===== src/nsdt_pkg.sv =====
// ----------------------------------------------------------------------------
// nsdt_pkg
// Types, widths and status codes for the nested scope duration tracker.
// ----------------------------------------------------------------------------
`default_nettype none

package nsdt_pkg;

    localparam int MAX_RECORDS = 4096;
    localparam int ADDR_W      = $clog2(MAX_RECORDS);
    localparam int CNT_W       = $clog2(MAX_RECORDS + 1);

    localparam int ID_W    = 12;
    localparam int DEPTH_W = 13;
    localparam int TIME_W  = 64;
    localparam int NAME_W  = 16;
    localparam int STAT_W  = 3;

    localparam logic       FUNC_PUSH = 1'b0;
    localparam logic       FUNC_POP  = 1'b1;

    localparam logic [STAT_W-1:0] ST_OK              = 3'd0;
    localparam logic [STAT_W-1:0] ST_PUSH_MISMATCH   = 3'd1;
    localparam logic [STAT_W-1:0] ST_POP_NOT_CURRENT = 3'd2;
    localparam logic [STAT_W-1:0] ST_FULL            = 3'd3;
    localparam logic [STAT_W-1:0] ST_POP_ROOT        = 3'd4;

    typedef struct packed {
        logic              func;
        logic [ID_W-1:0]   scope_id;
        logic [TIME_W-1:0] time_point;
        logic [NAME_W-1:0] name_tag;
    } nsdt_in_t;

    typedef struct packed {
        logic [STAT_W-1:0]  status;
        logic [ID_W-1:0]    record_id;
        logic [ID_W-1:0]    parent_id;
        logic [DEPTH_W-1:0] nest_depth;
        logic [TIME_W-1:0]  begin_time;
        logic [TIME_W-1:0]  duration;
        logic [NAME_W-1:0]  scope_name;
    } nsdt_out_t;

    // one stored scope record
    typedef struct packed {
        logic [ID_W-1:0]    parent;
        logic [TIME_W-1:0]  begin_t;
        logic [DEPTH_W-1:0] depth;
        logic [NAME_W-1:0]  name;
    } nsdt_rec_t;

    typedef struct packed {
        logic              rd_en;
        logic [ADDR_W-1:0] rd_addr;
        logic              wr_en;
        logic [ADDR_W-1:0] wr_addr;
        nsdt_rec_t         wr_data;
    } nsdt_mem_req_t;

endpackage

`default_nettype wire


===== src/nsdt_ctrl.sv =====
// ----------------------------------------------------------------------------
// nsdt_ctrl
// Scope state and event sequencing: reads the record on accept, decides the
// status, writes back on push and builds the result beat.
// ----------------------------------------------------------------------------
`default_nettype none

module nsdt_ctrl (
    input  wire logic                    aclk,
    input  wire logic                    aresetn,
    input  wire logic                    s_valid,
    output logic                         s_ready,
    input  wire nsdt_pkg::nsdt_in_t      s_data,
    input  wire logic                    out_free,
    output logic                         res_load,
    output nsdt_pkg::nsdt_out_t          res_data,
    output nsdt_pkg::nsdt_mem_req_t      mem_req,
    input  wire nsdt_pkg::nsdt_rec_t     rd_data
);
    import nsdt_pkg::*;

    localparam logic S_IDLE = 1'b0;
    localparam logic S_EXEC = 1'b1;

    logic               state_reg, state_next;
    nsdt_in_t           item_reg;
    logic [ID_W-1:0]    cur_scope_reg, cur_scope_next;
    logic [DEPTH_W-1:0] cur_level_reg, cur_level_next;
    logic [CNT_W-1:0]   count_reg, count_next;

    logic accept;
    logic push_ok;

    assign s_ready = (state_reg == S_IDLE) && out_free;
    assign accept  = s_valid && s_ready;

    always_ff @(posedge aclk) begin
        if (accept) begin
            item_reg <= s_data;
        end
    end

    always_comb begin
        state_next     = state_reg;
        cur_scope_next = cur_scope_reg;
        cur_level_next = cur_level_reg;
        count_next     = count_reg;
        res_load       = 1'b0;
        push_ok        = 1'b0;
        res_data       = '0;
        res_data.record_id = item_reg.scope_id;

        mem_req         = '0;
        mem_req.rd_en   = accept;
        mem_req.rd_addr = ADDR_W'(s_data.scope_id);
        mem_req.wr_addr = ADDR_W'(item_reg.scope_id);
        mem_req.wr_data.parent  = cur_scope_reg;
        mem_req.wr_data.begin_t = item_reg.time_point;
        mem_req.wr_data.depth   = cur_level_reg;
        mem_req.wr_data.name    = item_reg.name_tag;

        case (state_reg)
            S_IDLE: begin
                if (accept) begin
                    state_next = S_EXEC;
                end
            end
            S_EXEC: begin
                state_next = S_IDLE;
                res_load   = 1'b1;
                if (item_reg.func == FUNC_PUSH) begin
                    if (32'(count_reg) >= 32'(MAX_RECORDS)) begin
                        res_data.status = ST_FULL;
                    end else if (32'(item_reg.scope_id) != 32'(count_reg)) begin
                        res_data.status = ST_PUSH_MISMATCH;
                    end else begin
                        push_ok             = 1'b1;
                        mem_req.wr_en       = 1'b1;
                        res_data.status     = ST_OK;
                        res_data.parent_id  = cur_scope_reg;
                        res_data.nest_depth = cur_level_reg;
                        res_data.begin_time = item_reg.time_point;
                        res_data.duration   = '1;
                        res_data.scope_name = item_reg.name_tag;
                        cur_scope_next      = item_reg.scope_id;
                        cur_level_next      = cur_level_reg + 1'b1;
                        count_next          = count_reg + 1'b1;
                    end
                end else begin
                    if (item_reg.scope_id != cur_scope_reg) begin
                        res_data.status = ST_POP_NOT_CURRENT;
                    end else if (item_reg.scope_id == '0) begin
                        res_data.status = ST_POP_ROOT;
                    end else begin
                        // record of the current scope, read at accept
                        res_data.status     = ST_OK;
                        res_data.parent_id  = rd_data.parent;
                        res_data.nest_depth = rd_data.depth;
                        res_data.begin_time = rd_data.begin_t;
                        res_data.duration   = item_reg.time_point - rd_data.begin_t;
                        res_data.scope_name = rd_data.name;
                        cur_scope_next      = rd_data.parent;
                        cur_level_next      = cur_level_reg - 1'b1;
                    end
                end
            end
            default: begin
                state_next = S_IDLE;
            end
        endcase
    end

    always_ff @(posedge aclk) begin
        if (!aresetn) begin
            state_reg     <= S_IDLE;
            cur_scope_reg <= '0;
            cur_level_reg <= DEPTH_W'(1);
            count_reg     <= CNT_W'(1);
        end else begin
            state_reg     <= state_next;
            cur_scope_reg <= cur_scope_next;
            cur_level_reg <= cur_level_next;
            count_reg     <= count_next;
        end
    end

    // write-back only in the execute cycle, never overlapping a read
    a_wr_in_exec : assert property (@(posedge aclk) disable iff (!aresetn)
        mem_req.wr_en |-> (state_reg == S_EXEC) && !mem_req.rd_en)
        else $error("record write outside execute cycle");

    a_cnt_range : assert property (@(posedge aclk) disable iff (!aresetn)
        (count_reg != '0) && (32'(count_reg) <= 32'(MAX_RECORDS)))
        else $error("record count out of range");

    a_push_cnt : assert property (@(posedge aclk) disable iff (!aresetn)
        push_ok |=> count_reg == $past(count_reg) + 1'b1)
        else $error("record count not raised after push");

    a_exec_result : assert property (@(posedge aclk) disable iff (!aresetn)
        accept |=> (state_reg == S_EXEC) && res_load && !s_ready)
        else $error("accepted beat not executed next cycle");

endmodule

`default_nettype wire


===== config.mk =====
export PLATFORM = sky130hd
export DESIGN_NAME = nsdt_ctrl
export DESIGN_NICKNAME = d
export VERILOG_FILES = /design/src/nsdt_pkg.sv /design/src/nsdt_ctrl.sv
export SDC_FILE = /design/constraint.sdc
export NUM_CORES = 1
export LEC_CHECK = 0
export ABC_CLOCK_PERIOD_IN_PS = 3900
export BUFFER_PORTS_ARGS = -buffer_cell sky130_fd_sc_hd__clkbuf_2
export CORE_AREA = 2 2 203 205
export CTS_CLUSTER_DIAMETER = 30
export CTS_CLUSTER_SIZE = 20
export DETAILED_ROUTE_END_ITERATION = 10
export DIE_AREA = 0 0 205 207
export GPL_TIMING_DRIVEN = 0
export SLEW_MARGIN = 0
export SYNTH_ARGS = -nofsm -noshare
export SYNTH_HDL_FRONTEND = slang
export SYNTH_SLANG_ARGS = --single-unit

===== constraint.sdc =====
create_clock -name aclk -period 3.9 [get_ports aclk]
set_clock_uncertainty 0.2 [all_clocks]
set_input_delay 0.39 -clock aclk [delete_from_list [all_inputs] [get_ports aclk]]
set_output_delay 0.39 -clock aclk [all_outputs]
set_load 0.01 [all_outputs]

# Word level (Yosys, flattened, before mapping)

Index checks and enable logic that the tools add are counted.

Eq/ne operators: 6
Mux-type cells: 29
Add/sub/neg operators: 4
Bitwise logic cells: 4
Reduce and logical (&&, ||, !) cells: 5
$lt $le $gt $ge: 1

Operators with widths:

| cell                                                | count |
|---|---|
| 2-to-1 mux 169 bit                                  | 6 |
| 2-to-1 mux 13 bit                                   | 5 |
| subtractor 64 bit                                   | 1 |
| 2-to-1 mux 12 bit                                   | 5 |
| adder 13 x 1 -> 13 bit (second input constant)      | 2 |
| >= comparator 13 bit (second input constant)        | 1 |
| inequality test 12 x 13 -> 1 bit                    | 1 |
| subtractor 13 x 1 -> 13 bit (second input constant) | 1 |
| zero test 12 bit                                    | 1 |
| 2-to-1 mux 3 bit                                    | 4 |
| inequality test 12 bit                              | 1 |
| inequality test 2 bit (second input constant)       | 4 |
| 2-to-1 mux 1 bit                                    | 7 |
| AND reduction 5 bit                                 | 1 |
| inverter 1 bit                                      | 4 |
| AND reduction 4 bit                                 | 1 |
| logical AND 1 bit                                   | 2 |
| 2-to-1 mux 2 bit                                    | 1 |
| case mux 1 bit (2 select lines)                     | 1 |

Bits in registers: 132
Logic and storage cells: 57
Bits of input ports: 202

# Depth between registers and ports, before layout

Gate-level depths: netlist (run 1).

Word-level depth: 5
Depth in mapped cells: 14
Depth with buffers taken out: 13

# Worst setup path before layout (run 1)

No wires, ideal clock.

Path kind: reg-to-output
Start: reg state_reg
End: out mem_req[130] in the netlist's numbering
Data arrival time: 3.266 ns
Stages on the path, launching flop included: 4
Slack: 0.044 ns
Data required time: 3.310 ns
Path through: dfxtp_1 nor2b_1 and2_1 buf_4

Word-level cells in the longest chain between the ends: 3

Ends and longest elaborated chain:

| item                     | RTL line         | source |
|---|---|---|
| start: declaration       | nsdt_ctrl.sv:25  | `logic state_reg, state_next;` |
| start signal: assignment | nsdt_ctrl.sv:120 | `state_reg <= state_next;` |
| inverter 1 bit           | --               |  |
| logical AND 1 bit        | nsdt_ctrl.sv:34  | `assign s_ready = (state_reg == S_IDLE) && out_free;` |
| net s_ready              | nsdt_ctrl.sv:12  | `output logic s_ready,` |
| logical AND 1 bit        | nsdt_ctrl.sv:35  | `assign accept = s_valid && s_ready;` |
| end: declaration         | nsdt_ctrl.sv:17  | `output nsdt_pkg::nsdt_mem_req_t mem_req,` |

The timed path passes the listed nets, and every way through them passes these cells.

==> results of run 1 <==
-- layout by cell type (no fill, tap or decap), types with 16 or more instances in the layout --
| cell | n |
|---|---|
| sky130_fd_sc_hd__o21ai_0 | 52 |
| sky130_fd_sc_hd__dlygate4sd3_1 | 94 |
| sky130_fd_sc_hd__a21oi_2 | 25 |
| sky130_fd_sc_hd__nor2b_1 | 16 |
| sky130_fd_sc_hd__a21o_1 | 29 |
| sky130_fd_sc_hd__dfxtp_1 | 39 |
| sky130_fd_sc_hd__nand2_1 | 104 |
| sky130_fd_sc_hd__ha_4 | 16 |
| sky130_fd_sc_hd__clkbuf_1 | 17 |
| sky130_fd_sc_hd__buf_2 | 40 |
| sky130_fd_sc_hd__edfxtp_1 | 93 |
| sky130_fd_sc_hd__nor2_1 | 58 |
| sky130_fd_sc_hd__nand3_1 | 30 |
| sky130_fd_sc_hd__clkbuf_16 | 21 |
| sky130_fd_sc_hd__nand4_1 | 25 |
| sky130_fd_sc_hd__xnor2_1 | 60 |
| sky130_fd_sc_hd__and2_1 | 25 |
| sky130_fd_sc_hd__mux2i_1 | 21 |
| sky130_fd_sc_hd__ha_1 | 54 |
| sky130_fd_sc_hd__clkbuf_2 | 500 |
| sky130_fd_sc_hd__a22o_1 | 91 |
| sky130_fd_sc_hd__buf_4 | 197 |
| sky130_fd_sc_hd__o21ai_1 | 32 |
| sky130_fd_sc_hd__a21oi_1 | 85 |
| sky130_fd_sc_hd__xor2_1 | 28 |
| sky130_fd_sc_hd__inv_1 | 96 |
-- Yosys cell counts, drive strengths merged (3+ instances only) --
cell type  instances
buf              137
a21oi            116
nand2            109
inv               98
o21ai             97
a22o              93
edfxtp            93
ha                77
xnor2             65
nor2              64
clkbuf            56
dfxtp             39
nand3             32
a21o              31
xor2              28
and2              27
nand4             26
mux2i             21
nor2b             18
o211a             14
nor3              13
o21a              11
o21bai            10
a31oi              9
and3               9
nand2b             8
a211oi             7
a21boi             7
nor4               7
or3                7
o31ai              6
a2111oi            5
o211ai             5
a211o              4
nand3b             4
o2111ai            4
o221ai             3
o41ai              3
or2                3
-- final timing paths --
check	slack [ns]	start	endpoint	depth (start not counted)
hold / removal	0.07	aresetn	cur_level_reg[12]$_SDFFE_PN0P_	3
setup reg to reg	0.26	item_reg[92]$_DFFE_PP_	cur_level_reg[12]$_SDFFE_PN0P_	13
hold reg to reg	0.31	cur_level_reg[9]$_SDFFE_PN0P_	cur_level_reg[9]$_SDFFE_PN0P_	2
setup / recovery	-0.50	mem_req[29]$_DFFE_PP_	res_data[56]	15
-- metrics by stage --
step | TNS [ns] | utilization (%) | total power, mW
after floorplan | 0 | - | 2.29
after global placement | -168.73 | 37.5 | 2.66
after detailed placement | -69.23 | 37.5 | 2.66
after CTS | -6.36 | 43.5 | 4.58
after global routing | -10.98 | 45.3 | 4.86
final | -7.41 | 45.3 | 4.65
-- logic make-up after synthesis --
group           count (synthesis)  share of synthesized area, %
flops                         132                          30.1
compound gates                434                          25.7
xor+xnor                       93                          6.86
buf+inv                       292                          13.2
mux                            21                          1.77
simple gates                  331                          13.9
fa+ha+maj                      79                          8.46
-- final cells by class --
cell class,instances,share of cell area [%]
inverters,99,2.06
clock buffers,25,2.96
repair buffers,696,23.2
plain buffers,177,6.90
multi-input cells,958,41.3
diodes,3,0.0411
flip-flops and latches,132,19.5
clock inverters,7,0.315
well taps,532,3.64
-- power by group through the flow --
stage	Sequential, mW	Combinational [mW]	Clock [mW]
2_1_floorplan	1.63	0.663	0
3_3_place_gp	1.65	1.00	0
3_5_place_dp	1.65	1.02	0
4_1_cts	1.62	1.22	1.74
5_1_grt	1.62	1.44	1.79
6_report	1.61	1.34	1.70
-- timing repair --
| item | in CTS | in global routing |
|---|---|---|
| pin swaps | 45 | 65 |
| hold endpoints to repair | 94 | 0 |
| buffers inserted | 47 | 43 |
| cloned | 0 | 1 |
| endpoints found under the setup margin | 171 | 145 |
| hold buffers | 94 | 0 |
| resized for setup | 139 | 169 |
-- per-layer routing --
metal  wire length (um)  global-route usage [%]  up-vias
met5                 13                       0        -
met4               1800                    10.4        2
met3               3030                    5.03       92
met2              24900                    39.0      513
met1              22000                    28.8     6291
li1                   -                       -     6268
-- critical path, stage by stage, from the launching register on --
cell and delay (ns):
sky130_fd_sc_hd__edfxtp_1 0.36, sky130_fd_sc_hd__inv_2 0.06, sky130_fd_sc_hd__ha_4 0.16, sky130_fd_sc_hd__fa_2 0.33, sky130_fd_sc_hd__and2b_1 0.23, sky130_fd_sc_hd__o2111ai_2 0.15, sky130_fd_sc_hd__a21oi_2 0.22, sky130_fd_sc_hd__buf_4 0.15
sky130_fd_sc_hd__o211ai_4 0.08, sky130_fd_sc_hd__a211oi_2 0.32, sky130_fd_sc_hd__o21ai_2 0.13, sky130_fd_sc_hd__a2111oi_4 0.36, sky130_fd_sc_hd__o211ai_1 0.17, sky130_fd_sc_hd__and3b_1 0.23, sky130_fd_sc_hd__o31ai_1 0.18, sky130_fd_sc_hd__buf_2 0.18
==> metrics list, run 1 <==
* CP arrival: approximately 3.8 ns
- The die is between 200 and 250 um wide.
- Violated checks: setup timing
- Cell internal power was estimated by the tool at 3.17 mW.
- Fill cell total of the finished layout: 4002
- The floorplan step defined a die boundary enclosing 42400 sq um.
- Worst slack on hold paths: 0.0738 ns
- Dominant cell type by area after synthesis: sky130_fd_sc_hd__edfxtp_1
- Via count of the first global-routing pass: 12700
- The routed design could run at a clock period as short as 4.40 ns.
* Measured slew at the worst slew-check pin: ~0.83 ns
* Net switching power of the design: 1.48 mW
- For this design, the sink count on the clock tree is 132.
* Peak Freq: 227 MHz
* Largest net degree at the start of global routing: 52
* Layout net count: roughly 2400
* Iteration-0 DRC count of the detailed router: approximately 700
* Area overhead of the layout relative to synthesis: 54.1%
- After legalization and detailed placement, the total HPWL measured 39500 um.
- Max-capacitance violation count: 0
- Fraction of power spent switching nets: 31.9%
- After detailed routing, the average wire length per cell comes to 19.7 um.
* Synth Area per Inst: 8.59 sq um
* Std-Cell Core Area: 40400 sq um
* Part of the power in registers: 34.7%
* Number of nets produced by synthesis: 1663
- Relative contribution of the clock network to total power: 36.6%
- Std-Cell Rows: 74
- IR analysis of the VDD net gives a maximum drop of 0.302 mV.
- Leading post-synthesis cells by cell area: sky130_fd_sc_hd__edfxtp_1, sky130_fd_sc_hd__ha_1, sky130_fd_sc_hd__buf_4
* Setup repair after global routing missed its margin: yes
* Count of non-filler cells in the finished layout: about 2600
- Max Transition Viols Final: 0
- Tcrit/Tclk final: 113%
* Clock-pin transition on the worst setup and hold timing paths: 0.06 ns
* Starting Density: 29.4%
- Maximum fanout count along the critical path: 2
- Worst-case clock buffer depth: 2
* Skew-Pair Late Insertion Delay: 0.48 ns
- Summing all non-filler instances in the final layout gives an area of 18300 sq um.
- Synthesis instantiated 75 different standard cells from the library.
* Total setup violations reported at the end of the flow: 25
- Combinational logic is responsible for ~29% of the overall power.
* Worst setup margin: -0.502 ns
- Number of antenna violations at the first check in global routing: 4
- For this design the ratio of total power to cell area is 255 nW/um^2.
- Routed via count: between 10000 and 15000
- Primary flip-flop cell chosen by synthesis mapping: sky130_fd_sc_hd__edfxtp_1
- Residual DRC: 0
- Number of warnings reported in the yosys synthesis log: 0
- Data required, critical path: 3.31 ns
* Count of flip-flops with a built-in enable after synthesis: 93
* Ratio of cells with drive above 1 in the final layout: 44.6%
* Drt via density: ~5
- Post-synthesis sequential element count: 132
- Across the whole layout, storage elements account for between 3000 and 4000 sq um.
- The analysis attributes to cell leakage a power of 8.77 nW.
- Number of port buffers: between 500 and 600
- The synthesized design devotes to its leading area cell type 23.5% of total area.
- Clk Tree Root Cell: sky130_fd_sc_hd__clkbuf_16
* Final hold viol count: 0
- Ys async rst share: 0%
- Hold crit path type: in2reg
* Status: finished with violations
* Crit end category: output pin
- Floorplan die height: 207 um
- The register with the most flip-flops in the layout has slightly above 90 of them.
- Before CTS, the worst setup slack after placement is -1.18 ns.
- For this run, the register share of the synthesized area comes to a little under a third.
* Htree depth: 4
* Clock tree from TritonCTS: yes
* TritonCTS buffer count: 17
- First-pass GRT wire length: 75200 um
- At the end of routability-driven placement, the weighted congestion stood at 0.910.
- Inst Count DP: 2432
* Detailed-routing iteration count for the pre-antenna-repair pass: 5
- Worst rel slew slack: between 40% and 50%
* Drt total wl: around 52000 um
- Synthesis produced a netlist whose cell count is between 1000 and 1500.
- GRT Total Usage: 23.4%
- Once placement finished, the instance area stood at 15200 sq um.
* Count of pins on the block boundary: between 500 and 600
- The multi-input combinational cells in the finished layout cover a total of 7550 sq um.
* Grt total ovfl: 0
- Summing every instance area after synthesis gives 11900 sq um.
* Sort of element at the start of the critical path: flop
* Worst setup path category: reg2out
- Once detail routing completed, the nets flagged for antenna violations numbered 0.
(Power assumes the default switching activity.)
==> run 2: changes to the inputs <==
--- a/config.mk
+++ b/config.mk
@@ -5,14 +5,16 @@
 export SDC_FILE = /design/constraint.sdc
 export NUM_CORES = 1
 export LEC_CHECK = 0
-export ABC_CLOCK_PERIOD_IN_PS = 3900
 export BUFFER_PORTS_ARGS = -buffer_cell sky130_fd_sc_hd__clkbuf_2
-export CORE_AREA = 2 2 203 205
+export CELL_PAD_IN_SITES_DETAIL_PLACEMENT = 0
+export CELL_PAD_IN_SITES_GLOBAL_PLACEMENT = 1
+export CORE_AREA = 2 2 205 207
 export CTS_CLUSTER_DIAMETER = 30
 export CTS_CLUSTER_SIZE = 20
 export DETAILED_ROUTE_END_ITERATION = 10
-export DIE_AREA = 0 0 205 207
+export DIE_AREA = 0 0 207 209
 export GPL_TIMING_DRIVEN = 0
+export PLACE_DENSITY_LB_ADDON = 0.1
 export SLEW_MARGIN = 0
 export SYNTH_ARGS = -nofsm -noshare
 export SYNTH_HDL_FRONTEND = slang
==> metrics list, run 2 (synthesis gave the netlist of run 1 again) <==
- TritonCTS buffer count: 17 (unchanged)
- Std-Cell Rows: 75 (+1.4%)
- The clock sink count came to 132 (unchanged).
- The area inside the core boundary is 41300 sq um (+2.3%).
* Max-capacitance violation count: 0 (unchanged)
* Skew-Pair Late Insertion Delay: 0.46 ns (-0.02 ns)
* Largest net degree at the start of global routing: 51 (-1.9%)
- Maximum fanout count along the critical path: 3 (+1)
* Crit end category: output pin
* GRT Total Usage: 22.8% (-0.60 points)
- Status: finished with violations
- Final cell area excluding filler cells: 18000 sq um (-1.5%)
- Number of nets with antenna violations after routing: 0 (unchanged)
- The register clock-pin slew on the reported worst setup and hold paths was 0.07 ns (about the same).
- Commonest cells after routing, fill and taps aside: sky130_fd_sc_hd__clkbuf_2, sky130_fd_sc_hd__buf_4, sky130_fd_sc_hd__nand2_1
- Floorplan die height: 209 um (+0.97%)
* CP arrival: 3.73 ns (-0.08 ns)
* First-pass GRT wire length: 75900 um (+1.0%)
* Worst-case clock buffer depth: 2 (unchanged)
- Via count of the first global-routing pass: 12500 (-1.9%)
* Detailed-routing iteration count for the pre-antenna-repair pass: 5 (unchanged)
- The final count of pins violating max slew was 0 (unchanged).
- The standby leakage power was 8.61 nW (-1.8%).
* Number of port buffers: 517 (unchanged)
- The worst supply voltage drop on vdd was 0.224 mV (-26%).
- The last weighted congestion value of the routability-driven placer was 0.840 (-7.7%).
- Total setup violations reported at the end of the flow: 28 (+12%)
- The horizontal extent of the die is 207 um (+0.98%).
- Pwr per Cell Area: 259 nW/um^2 (+1.9%)
- Drt total wl: 51100 um (-1.3%)
* Worst slack, placed: -1.26 ns (-0.0838 ns)
* Worst setup margin: -0.422 ns (+0.0797 ns)
- The die area came to 43300 sq um (+2.0%).
- Iteration-0 DRC count of the detailed router: 489 (-30%)
- Layout net count: 2339 (-0.97%)
* Worst setup path category: reg2out
- The post-layout total power came to 4.67 mW (+0.42%).
- The initial antenna violation count was 2 (-2).
- The via-per-instance ratio is 4.83 (-3.6%).
* Area overhead of the layout relative to synthesis: 51.8%
* Post-route minimum period: 4.32 ns (-0.0797 ns)
- Fill cell total of the finished layout: 4256 (+6.3%)
- Peak Freq: 231 MHz (+1.8%)
- Wire length per cell after detailed routing: 19.6 um (-0.68%)
- The data required time at the worst endpoint is 3.31 ns (about the same).
- The post-placement cell area is 15200 sq um (about the same).
* Ratio of cells with drive above 1 in the final layout: 43.8% (-0.76 points)
* Final core utilization: 43.6% (-1.7 points)
- The count of boundary I/O pins was 519 (unchanged).
- The sum of net half-perimeters after detailed placement was 40000 um (+1.3%).
- Measured slew at the worst slew-check pin: 0.794 ns (-0.0398 ns)
- Routed via count: 12600 (-4.2%)
* Setup TNS: -4.99 ns (+2.41 ns)
- The number of hold violations in the final report came to 0 (unchanged).
- The checks that failed: setup timing.
- Residual DRC: 0 (unchanged)
- Clock tree from TritonCTS: yes
- The CTS H-tree depth is 4 (unchanged).
- Sort of element at the start of the critical path: flop
- Setup repair after global routing missed its margin: yes
- The starting density of the core was 28.7% (-0.66 points).
- Most common cell after layout, fill and taps aside: sky130_fd_sc_hd__clkbuf_2
- Worst rel slew slack: 46.9% (+2.5 points)
- Hold crit path type: in2reg
* Grt total ovfl: 0 (unchanged)
* Flip-flop count of the largest register, all copies and words added: 92 (unchanged)
- The tree is rooted in a sky130_fd_sc_hd__clkbuf_16.
* Tcrit/Tclk final: 111% (-2.0 points)
-- run 2: stage by stage --
stage                     hold WS (ns)  cells
after global placement           0.295   2438
after global routing             0.118   2611
after detailed placement         0.302   2439
after floorplan                  0.282   1382
after CTS                       0.0818   2580
final                            0.115   2612
-- run 2: area by class of cell --
cell class	count	area, sq um	area share (%)
clock inverter	14	176	0.979
sequential	132	3570	19.8
timing repair buffer	672	4040	22.4
antenna	2	5.00	0.0278
clock buffer	18	429	2.38
buffer	178	1230	6.83
tap	539	674	3.74
inverter	99	373	2.07
multi-input combinational	958	7510	41.7
-- run 2: per-layer routing --
metal | GRT usage, % | part of all wire, %
met2 | 39.9 | 50
met1 | 28.5 | 44
met3 | 5.17 | 4.7
met5 | 0 | 0
met4 | 4.93 | 1.2
-- run 2: worst max-delay path, cell delays in order (launching register included) --
cell and delay (ns):
sky130_fd_sc_hd__edfxtp_1 0.37, sky130_fd_sc_hd__inv_2 0.07, sky130_fd_sc_hd__ha_4 0.16, sky130_fd_sc_hd__fa_2 0.33
sky130_fd_sc_hd__and2b_1 0.24, sky130_fd_sc_hd__o2111ai_2 0.16, sky130_fd_sc_hd__a21oi_4 0.22, sky130_fd_sc_hd__o211ai_4 0.13
sky130_fd_sc_hd__a211oi_4 0.35, sky130_fd_sc_hd__o21ai_4 0.11, sky130_fd_sc_hd__a2111oi_4 0.44, sky130_fd_sc_hd__o211ai_1 0.14
sky130_fd_sc_hd__and3b_1 0.20, sky130_fd_sc_hd__o31ai_2 0.17, sky130_fd_sc_hd__buf_2 0.18
-- run 2: what timing repair did --
action	CTS	global route
pin swaps	43	39
hold buffers	94	0
buffers inserted	29	32
resized for setup	147	120
setup endpoints to repair	170	138
hold endpoints to repair	94	0
-- run 2: final timing paths --
check	start	endpoint	slack, ns	depth (start not counted)
setup / recovery	mem_req[29]$_DFFE_PP_	res_data[56]	-0.42	14
hold / removal	rd_data[97]	cur_scope_reg[4]$_SDFFE_PN0P_	0.12	4
setup reg to reg	item_reg[92]$_DFFE_PP_	cur_level_reg[12]$_SDFFE_PN0P_	0.26	13
hold reg to reg	count_reg[5]$_SDFFE_PN0P_	count_reg[5]$_SDFFE_PN0P_	0.31	2
-- run 2: power breakdown --
group / internal [mW] / leakage [nW] / switching, mW
clock: 1.01 / 0.292 / 0.742
combinational: 0.623 / 7.13 / 0.681
sequential: 1.56 / 1.18 / 0.0562
==> run 3: changes to the inputs <==
--- a/config.mk
+++ b/config.mk
@@ -5,14 +5,14 @@
 export SDC_FILE = /design/constraint.sdc
 export NUM_CORES = 1
 export LEC_CHECK = 0
-export BUFFER_PORTS_ARGS = -buffer_cell sky130_fd_sc_hd__clkbuf_2
+export BUFFER_PORTS_ARGS = -buffer_cell sky130_fd_sc_hd__buf_2
 export CELL_PAD_IN_SITES_DETAIL_PLACEMENT = 0
 export CELL_PAD_IN_SITES_GLOBAL_PLACEMENT = 1
-export CORE_AREA = 2 2 205 207
+export CORE_MARGIN = 8
+export CORE_UTILIZATION = 35
 export CTS_CLUSTER_DIAMETER = 30
 export CTS_CLUSTER_SIZE = 20
 export DETAILED_ROUTE_END_ITERATION = 10
-export DIE_AREA = 0 0 207 209
 export GPL_TIMING_DRIVEN = 0
 export PLACE_DENSITY_LB_ADDON = 0.1
 export SLEW_MARGIN = 0
==> metrics list, run 3 (synthesis gave the netlist of run 1 again) <==
* Iteration-0 DRC count of the detailed router: 636 (+30%)
- The portion of the clock cycle consumed by the worst path in the final layout came to 110% (-1.1 points).
- The depth of the worst hold-timing path is 3 (-1).
- Worst vdd rail ir drop: 0.307 mV (+37%)
- The sum of negative setup slack came to -5.42 ns (-0.432 ns).
* Grt total ovfl: 0 (unchanged)
- The data required time at the worst endpoint was 3.31 ns (about the same).
- The proportion of layout cells with a drive suffix above 1 is 44.4% (+0.52 points).
- The chip height is 200 um (-4.2%).
- Detailed-routing iteration count for the pre-antenna-repair pass: 6 (+1)
- Max-capacitance violation count: 0 (unchanged)
- Die outline area: 40100 sq um (-7.4%)
- First-pass GRT wire length: 79000 um (+4.0%)
- Std-Cell Rows: 67 (-11%)
* Number of antenna violations at the first check in global routing: 2 (unchanged)
- Leaving out fill and tap cells, the most frequent cell in the layout is sky130_fd_sc_hd__buf_2.
- Clk Tree Root Cell: sky130_fd_sc_hd__clkbuf_16
- Routed via count: 12700 (+1.0%)
- The area inside the core boundary is 33400 sq um (-19%).
- Worst setup margin: -0.378 ns (+0.0436 ns)
* Hold Path Origin: aresetn
* Number of cells traversed by the worst register-to-register path: 13 (unchanged)
- The final routed wirelength across all metal layers came to 52100 um (+2.0%).
- Dominant delay contributor by cell family on the critical path: compound AO/OA/AOI/OAI gates
- Worst setup path category: reg2out
- The post-placement cell area came to 15000 sq um (-0.75%).
* Count of non-filler cells in the finished layout: 2523 (-3.4%)
* Peak Freq: 234 MHz (+1.0%)
- The average wire per cell in the routed design was 20.6 um (+5.6%).
- Final cell area excluding filler cells: 18000 sq um (-0.30%)
- Maximum fanout count along the critical path: 3 (unchanged)
- Number of port buffers: 517 (unchanged)
- The final reports fail on setup timing.
- Setup repair after global routing could not meet its margin everywhere.
* CP max stage delay: 0.38 ns (-0.06 ns)
- The TritonCTS buffer count came to 17 (unchanged).
- The via-per-instance ratio came to 5.05 (+4.6%).
* Terminus of the critical flop-to-flop path: cur_level_reg[12]$_SDFFE_PN0P_
- Measured slew at the worst slew-check pin: 0.699 ns (-0.0947 ns)
- Worst rel slew slack: 53.4% (+6.5 points)
* Clock-pin transition on the worst setup and hold timing paths: 0.07 ns (about the same)
* Flip-flop count of the largest register, all copies and words added: 92 (unchanged)
- Routability-driven placement congestion ratio: 0.875 (+4.1%)
* GRT Total Usage: 24.8% (+2.0 points)
- The worst setup path is captured at an output pin.
- The internal reg-to-reg setup slack is 0.36 ns (+0.10 ns).
- The number of filler instances in the final layout came to 3244 (-24%).
- The via count of the first global-routing pass came to 13100 (+4.7%).
* Cell with the largest stage delay on the worst path: sky130_fd_sc_hd__a2111oi_4
- Starting Density: 35.5% (+6.7 points)
- Sort of element at the start of the critical path: flop
* Max Transition Viols Final: 0 (unchanged)
- Worst-case clock buffer depth: 2 (unchanged)
* Leak Pwr: 8.71 nW (+1.1%)
* Largest net degree at the start of global routing: 62 (+22%)
- Clock tree from TritonCTS: yes
* HPWL after DPL: 40600 um (+1.4%)
- The number of antenna-violating nets in the routed design was 0 (unchanged).
* Post-route minimum period: 4.28 ns (-0.0436 ns)
* Number of buffers and inverters on the critical path: 2 (unchanged)
- The top cell types in the final layout, fill and taps aside, are sky130_fd_sc_hd__buf_2, sky130_fd_sc_hd__buf_4, sky130_fd_sc_hd__nand2_1.
- CP arrival: 3.69 ns (-0.04 ns)
- Total setup violations reported at the end of the flow: 28 (unchanged)
- Pwr per Cell Area: 258 nW/um^2 (-0.48%)
* Count of pins on the block boundary: 519 (unchanged)
- Final hold viol count: 0 (unchanged)
- Skew-Pair Late Insertion Delay: 0.45 ns (about the same)
* Layout net count: 2342 (+0.13%)
- Inst Count DP: 2348 (-3.7%)
- The worst hold path belongs to the class in2reg.
* Status: finished with violations
- Cell Chain, Critical Path: inv_2 > ha_4 > fa_2 > and2b_1 > o2111ai_2 > a21oi_2 > o211ai_2 > a211oi_2 > o21ai_2 > a2111oi_4 > o211ai_1 > and3b_1 > o31ai_2 > buf_2
- Compared with the post-synthesis result, the final layout area differs by 51.4%.
* Htree depth: 4 (unchanged)
- For hold timing, the worst endpoint is cur_level_reg[12]$_SDFFE_PN0P_.
- The number of remaining DRC errors was 0 (unchanged).
- The horizontal extent of the die was 200 um (-3.3%).
- In this run the critical register-to-register path is launched from item_reg[92]$_DFFE_PP_.
* Clk sink count: 132 (unchanged)
* Worst slack, placed: -1.11 ns (+0.150 ns)
## run 3: cell type report
cell class | count | area (sq um) | area share [%]
sequential | 132 | 3570 | 19.9
clock inverter | 15 | 170 | 0.947
buffer | 177 | 1190 | 6.64
inverter | 99 | 373 | 2.08
clock buffer | 17 | 425 | 2.37
antenna | 1 | 2.50 | 0.0139
timing repair buffer | 676 | 4080 | 22.7
tap | 448 | 561 | 3.12
multi-input combinational | 958 | 7580 | 42.2
## run 3: layer usage
metal | vias up | routed length, um | GRT usage [%]
met5 | - | 10 | 0
met4 | 2 | 859 | 6.06
met3 | 45 | 3250 | 6.23
met2 | 426 | 25600 | 43.3
met1 | 6049 | 22400 | 30.2
li1 | 6218 | - | -
## run 3: how the worst max path moves through the flow
stage / start / end / depth (start not counted)
3_5_place_dp: mem_req[110]$_DFFE_PP_ / res_data[85] / 11
2_1_floorplan: state_reg$_SDFF_PP0_ / mem_req[130] / 3
6_report: mem_req[29]$_DFFE_PP_ / res_data[56] / 14
5_1_grt: mem_req[29]$_DFFE_PP_ / res_data[56] / 14
3_3_place_gp: state_reg$_SDFF_PP0_ / mem_req[130] / 4
4_1_cts: mem_req[29]$_DFFE_PP_ / res_data[56] / 14
## run 3: tightest hold or removal path, delay by kind of cell
kind,cells,cell delay (ns)
simple gates,1,0.10
compound gates,1,0.06
buf+inv,1,0.16
## run 3: report_power, final
group,internal (mW),switching [mW],total [mW]
Combinational,0.637,0.685,1.32
Clock,0.958,0.744,1.70
Sequential,1.56,0.0556,1.61
Total,3.15,1.48,4.64
## run 3: timing repair
item | in CTS | in global routing
buffers inserted | 35 | 31
pin swaps | 53 | 62
endpoints found under the setup margin | 160 | 79
hold buffers | 94 | 0
endpoints found under the hold margin | 94 | 0
resized for setup | 147 | 96
## run 3: per-stage QoR
step	hold slack [ns]	total power, mW	util [%]
final	0.110	4.64	53.7
after global routing	0.133	4.83	53.7
after CTS	0.0805	4.58	52.1
after detailed placement	0.291	2.66	45.0
after global placement	0.287	2.66	44.9
after floorplan	0.282	2.29	-
